**src/hw/rtl/assert_macros.svh**
```systemverilog
// Assertion macros for the RTL of this project.
// Define NO_ASSERTIONS to leave every check out.
`ifndef ASSERT_MACROS_SVH
`define ASSERT_MACROS_SVH
`ifndef NO_ASSERTIONS
// Check that a property holds at each rising clock edge outside reset.
`define ASSERT_CHK(label, prop, msg) \
  label: assert property (@(posedge clk_i) disable iff (!rst_ni) (prop)) else $error(msg);
// Check that a condition never holds outside reset.
`define ASSERT_NEVER(label, cond, msg) \
  label: assert property (@(posedge clk_i) disable iff (!rst_ni) !(cond)) else $error(msg);
`else
`define ASSERT_CHK(label, prop, msg)
`define ASSERT_NEVER(label, cond, msg)
`endif
`endif

```
**src/hw/rtl/plob_pkg.sv**
```systemverilog
// ----------------------------------------------------------------------------
// plob_pkg
// Shared types and constants of the price level order book.
// ----------------------------------------------------------------------------
package plob_pkg;

  localparam int unsigned LEVELS_DEF = 64;
  localparam int unsigned TOPS_DEF   = 5;
  localparam int unsigned PW         = 32;  // price width
  localparam int unsigned QW         = 32;  // quantity width
  localparam int unsigned RW         = 38;  // resting total width
  localparam int unsigned WW         = 20;  // window register width
  localparam int unsigned IW         = 5;   // row index width
  localparam int unsigned SW         = 3;   // status width
  localparam int unsigned EW         = PW + QW;

  typedef enum logic [SW-1:0] {
    ST_INSERTED = 3'd0,
    ST_UPDATED  = 3'd1,
    ST_REMOVED  = 3'd2,
    ST_IGNORED  = 3'd3,
    ST_FULL     = 3'd4
  } status_e;

  typedef enum logic [3:0] {
    S_IDLE,
    S_SCAN_RD,
    S_SCAN_CMP,
    S_DECIDE,
    S_SHIFT_RD,
    S_SHIFT_WR,
    S_SUM_RD,
    S_SUM_ACC,
    S_ROW_RD,
    S_ROW_OUT
  } state_e;

endpackage

```
**src/hw/rtl/plob_ram.sv**
```systemverilog
// ----------------------------------------------------------------------------
// plob_ram
// One side's level table: one write port, one read port, registered read.
// ----------------------------------------------------------------------------
module plob_ram #(
  parameter int unsigned DEPTH = plob_pkg::LEVELS_DEF,
  parameter int unsigned AW    = $clog2(plob_pkg::LEVELS_DEF),
  parameter int unsigned DW    = plob_pkg::EW
) (
  input  logic          clk_i,
  input  logic          we_i,
  input  logic [AW-1:0] waddr_i,
  input  logic [DW-1:0] wdata_i,
  input  logic [AW-1:0] raddr_i,
  output logic [DW-1:0] rdata_o
);

  logic [DW-1:0] mem [DEPTH];
  logic [DW-1:0] rdata_q;

  // Write and read the table
  always_ff @(posedge clk_i) begin
    if (we_i) begin
      mem[waddr_i] <= wdata_i;
    end
    rdata_q <= mem[raddr_i];
  end

  assign rdata_o = rdata_q;

endmodule

```
**config.mk**
```make
export PLATFORM = sky130hd
export DESIGN_NAME = plob_ram
export DESIGN_NICKNAME = d
export VERILOG_FILES = /design/src/hw/rtl/assert_macros.svh /design/src/hw/rtl/plob_pkg.sv /design/src/hw/rtl/plob_ram.sv
export SDC_FILE = /design/constraint.sdc
export NUM_CORES = 2
export LEC_CHECK = 0
export BUFFER_PORTS_ARGS = -buffer_cell sky130_fd_sc_hd__buf_2
export CAP_MARGIN = 10
export CORE_UTILIZATION = 50
export CTS_BUF_LIST = sky130_fd_sc_hd__clkbuf_8 sky130_fd_sc_hd__clkbuf_16
export DETAILED_ROUTE_END_ITERATION = 16
export PLACE_DENSITY = 0.65
export SETUP_SLACK_MARGIN = 0.3
export SLEW_MARGIN = 20
export SYNTH_ARGS = -nofsm -noshare
export SYNTH_HDL_FRONTEND = slang
export SYNTH_SLANG_ARGS = --single-unit
```
**constraint.sdc**
```tcl
create_clock -name clk_i -period 11.3 [get_ports clk_i]
set_input_delay 1.695 -clock clk_i [delete_from_list [all_inputs] [get_ports clk_i]]
set_output_delay 1.695 -clock clk_i [all_outputs]
set_load 0.01 [all_outputs]
```
# == Yosys cells after proc, flatten, opt, wreduce, memory -nomap -nowiden ==
# Memory sizes are Yosys's and may differ from the RTL's. A register that Yosys moved wholly into a read port is not among the register bits.
# Index checks and enable logic that the tools add are counted.
# op_classes
mux,2
# ops
op,n
1-bit two-way mux,2
# totals
reg_bits,0
ramBits,4096
inputBits,78
output_inout_bits,64
elab_cells,3
n_memories,1
# memory_table
name,words,width,rd,rd_ports_with_merged_regs,wr,line,rtl
mem,64,64,1,1,1,plob_ram.sv:18,logic [DW-1:0] mem [DEPTH];

# == Longest topological paths before layout ==
# depth
ltp_word,2
depth_mapped,9

# == Worst setup path after synthesis ==
# No wires, ideal clock.
# synth_timing
kind,in2reg
startpoint,input port waddr_i[3]
endpoint,"memory mem[48][0] (netlist name), enable pin"
setup_ps,564
t_arrival_ps,6567
path_slack_ps,4169
cell_stages,4
path_buffers,1
path_cell_list,clkbuf_1 -> nor2b_1 -> nand4b_1 -> nor3_1
# synth_rtl
element,line,rtl
"start, declared",plob_ram.sv:12,"input logic [AW-1:0] waddr_i,"
"end, declared",plob_ram.sv:18,
# No word-level cell before the write port.

# == Worst setup path after layout ==
# layout_timing
startpoint,input port waddr_i[1]
endpoint,"memory mem[43][6] (netlist name), enable pin"
# No word-level cell before the write port.

==> impl_results.md <==
* Status: completed
* Avg Cell Area, Syn at 23.7 um^2
* Crit path DAT at 5.22 ns
* Initial antenna violation count at 23
* CP Data Required Time at 11.86 ns
* Pwr dens at 182 nW/um^2
* Slowest CP cell: nor2_4
* Max-slew violation count at 0
* CTS Buffer Depth at 4
* Crit path cell chain: buf_2, nor2b_1, nand3_1, nor2_4, buf_4, buf_4
* Footprint of the multi-input gates at 30800 um^2
* Die area at 315000 um^2
* Fillers at 22198
* Worst hold slack at 0.847 ns
* First-pass GRT wire length at 596000 um
* Final #Nets at 7058
* Hold endpoint: rdata_o[14]
* Seq/Total Area, Yosys at 0.795
* H-tree depth at 5
* Vias in the first global route at 75800
* WP buf/inv at 3
* IO Pins at 142
* Layout area overhead at 12.7%
* Clk_skew at 0.0517 ns
* Setup_tns at 0 ns
* Total number of vias at 76232
* Drt total wl at 429000 um
* CTS buffer count at 406
* Final Wtd Congestion at 0.794
* Top-area cell type share of the netlist area at 0.787
* Dpl cells at 10691
* I/O Buffers at 141
* Maximum fanout along the worst path at 26
* Layout cell share with drive strength beyond 1 at 0.280
* Most common cell after layout, fill and taps aside: edfxtp_1
* #FFs+latches synth at 4160
* Commonest non-fill, non-tap cells in the layout: edfxtp_1, mux4_2, clkbuf_16
* Crit Reg-Reg Startpoint: mem[8][30]
* Largest net degree at the start of global routing at 99
* Reg-to-reg slack, setup at 9.00 ns
* Final hold vios at 0
* Most common cell on crit path: buf_4
* Dominant cells by area after synthesis: edfxtp_1, mux4_2, mux2i_1
* First-iteration detailed-routing DRC count at 11448
* Startpoint Class: input pin
* Top delay family on crit path: simple AND/OR/NAND/NOR gates
* Clk_lat worst skew at 0.97 ns
* Max VDD drop at 0.158 mV
* Setup Buffers After CTS at 0
* HP Start: mem[36][14]
* Die Y at 561 um
* GRT overflow at 0
* Leakage power at 0.0552 uW
* WS Path Type: input pin to flip-flop
* Reg2Reg Depth at 5
* Mapped cell area at 156000 um^2
* Site Rows at 204
* Tcrit/Tclk final at 0.412
* Wire per inst at 37.4 um
* Drt drc at 0
* Core area at 310000 um^2
* Die Wd at 561 um
* Post-CTS Hold Fix Bufs at 0
* Hold Path Depth at 4
* Pre-antenna DRT Iters at 6
* Post-Syn Nets at 6676
* Clk slew on worst S/H paths at 0.06 ns
* Peak Freq at 215 MHz
* Buffer type at the clock tree root: clkbuf_16
* Critical path endpoint category: flip-flop
* Unrepaired setup endpoints after global routing: no
* Yosys Warn Count at 0
* CTS Sinks at 4160
* DRT antenna net count at 0
* Slew HR at 0.208
* CTS tree: done
* Starting Density at 0.505
* Resized cells post-CTS at 0
* Worst hold path type: flip-flop to flip-flop
* Critical path's largest stage delay at 1.03 ns
* Crit path time final at 4.65 ns
* Leading area contributor after synthesis: edfxtp_1
* Layout Cells excl Fill at 11460
* Post-synthesis cell type count at 33
* Mapped Cells at 6598
* Worst-Margin Slew at 1.19 ns
* Total GRT Usage at 0.272
* Final Setup Violations at 0
* Max-Cap Viols at 0
* Register area at 124000 um^2
* HPWL after DPL at 221000 um
* Worst reg2reg endpoint: rdata_o[30]
* Routed vias/inst at 6.65
state kept, by name, summed over array words and instances, names as in the netlist:
register and cells:
mem 4096, rdata_o 64
through the flow:
stage	cell area, um^2	worst slack (ns)	util	total power [uW]
finish	176000	6.65	0.568	32000
global route	176000	6.53	0.568	32800
CTS	176000	6.75	0.568	32200
detailed placement	163000	5.74	0.525	18900
global placement	163000	5.77	0.525	18900
floorplan	156000	4.17	-	18300
area by class of cell:
cell class	instances	share of cell area
antenna	15	0.000213
timing repair buffer	344	0.0144
clock buffer	436	0.0601
sequential	4160	0.706
inverter	19	0.000405
multi-input combinational	2049	0.175
tap	4120	0.0293
clock inverter	317	0.0153
how the worst max path moves through the flow:
stage	endpoint	start	slack, ns	cells past startpoint
5_1_grt	rdata_o[37]	raddr_i[0]	6.53	8
2_1_floorplan	mem[48][0]	waddr_i[3]	4.17	4
4_1_cts	mem[43][15]	waddr_i[1]	6.75	6
6_report	mem[43][6]	waddr_i[1]	6.65	6
3_5_place_dp	mem[43][15]	waddr_i[1]	5.74	6
3_3_place_gp	mem[43][15]	waddr_i[1]	5.77	6
layer usage:
metal  up-vias  GRT usage  share of wire
li1      29273          -              -
met1     41568      0.393           0.38
met2      4686      0.428           0.47
met3       693     0.0532           0.11
met4        12     0.0783          0.032
met5         -    0.00151        0.00030
report_power, final:
part / switching, uW / internal, uW
registers: 71.1 / 17100
clock network: 5780 / 7670
logic: 912 / 523
cells in the mapped netlist, drive strengths merged:
cell / n
a211oi: 63
a22o: 88
a22oi: 168
a2bb2oi: 19
a31o: 1
a31oi: 18
a41oi: 26
and2: 3
and3: 64
buf: 230
clkbuf: 140
dfxtp: 64
edfxtp: 4096
inv: 19
mux2i: 135
mux4: 1024
nand2: 58
nand2b: 11
nand3: 45
nand3b: 2
nand4: 2
nand4b: 1
nor2: 112
nor2b: 28
nor3: 2
o221ai: 38
o22ai: 83
or2: 28
or3: 29
or3b: 1
kinds of logic after synthesis:
group                  after synthesis  share of synthesized area
AOI/OAI and AO/OA                  504                     0.0248
buffers and inverters              389                     0.0118
DFF                               4160                      0.795
muxes                             1159                      0.156
and+or+nand+nor                    386                     0.0124
tightest hold or removal path, delay by kind of cell, from the launching register on:
| family | cells | cell delay (ns) |
|---|---|---|
| AO/OA/AOI/OAI | 1 | 0.06 |
| AND/OR/NAND/NOR | 2 | 0.21 |
| multiplexers | 1 | 0.22 |
| flip-flops | 1 | 0.32 |
(Power assumes the default switching activity.)
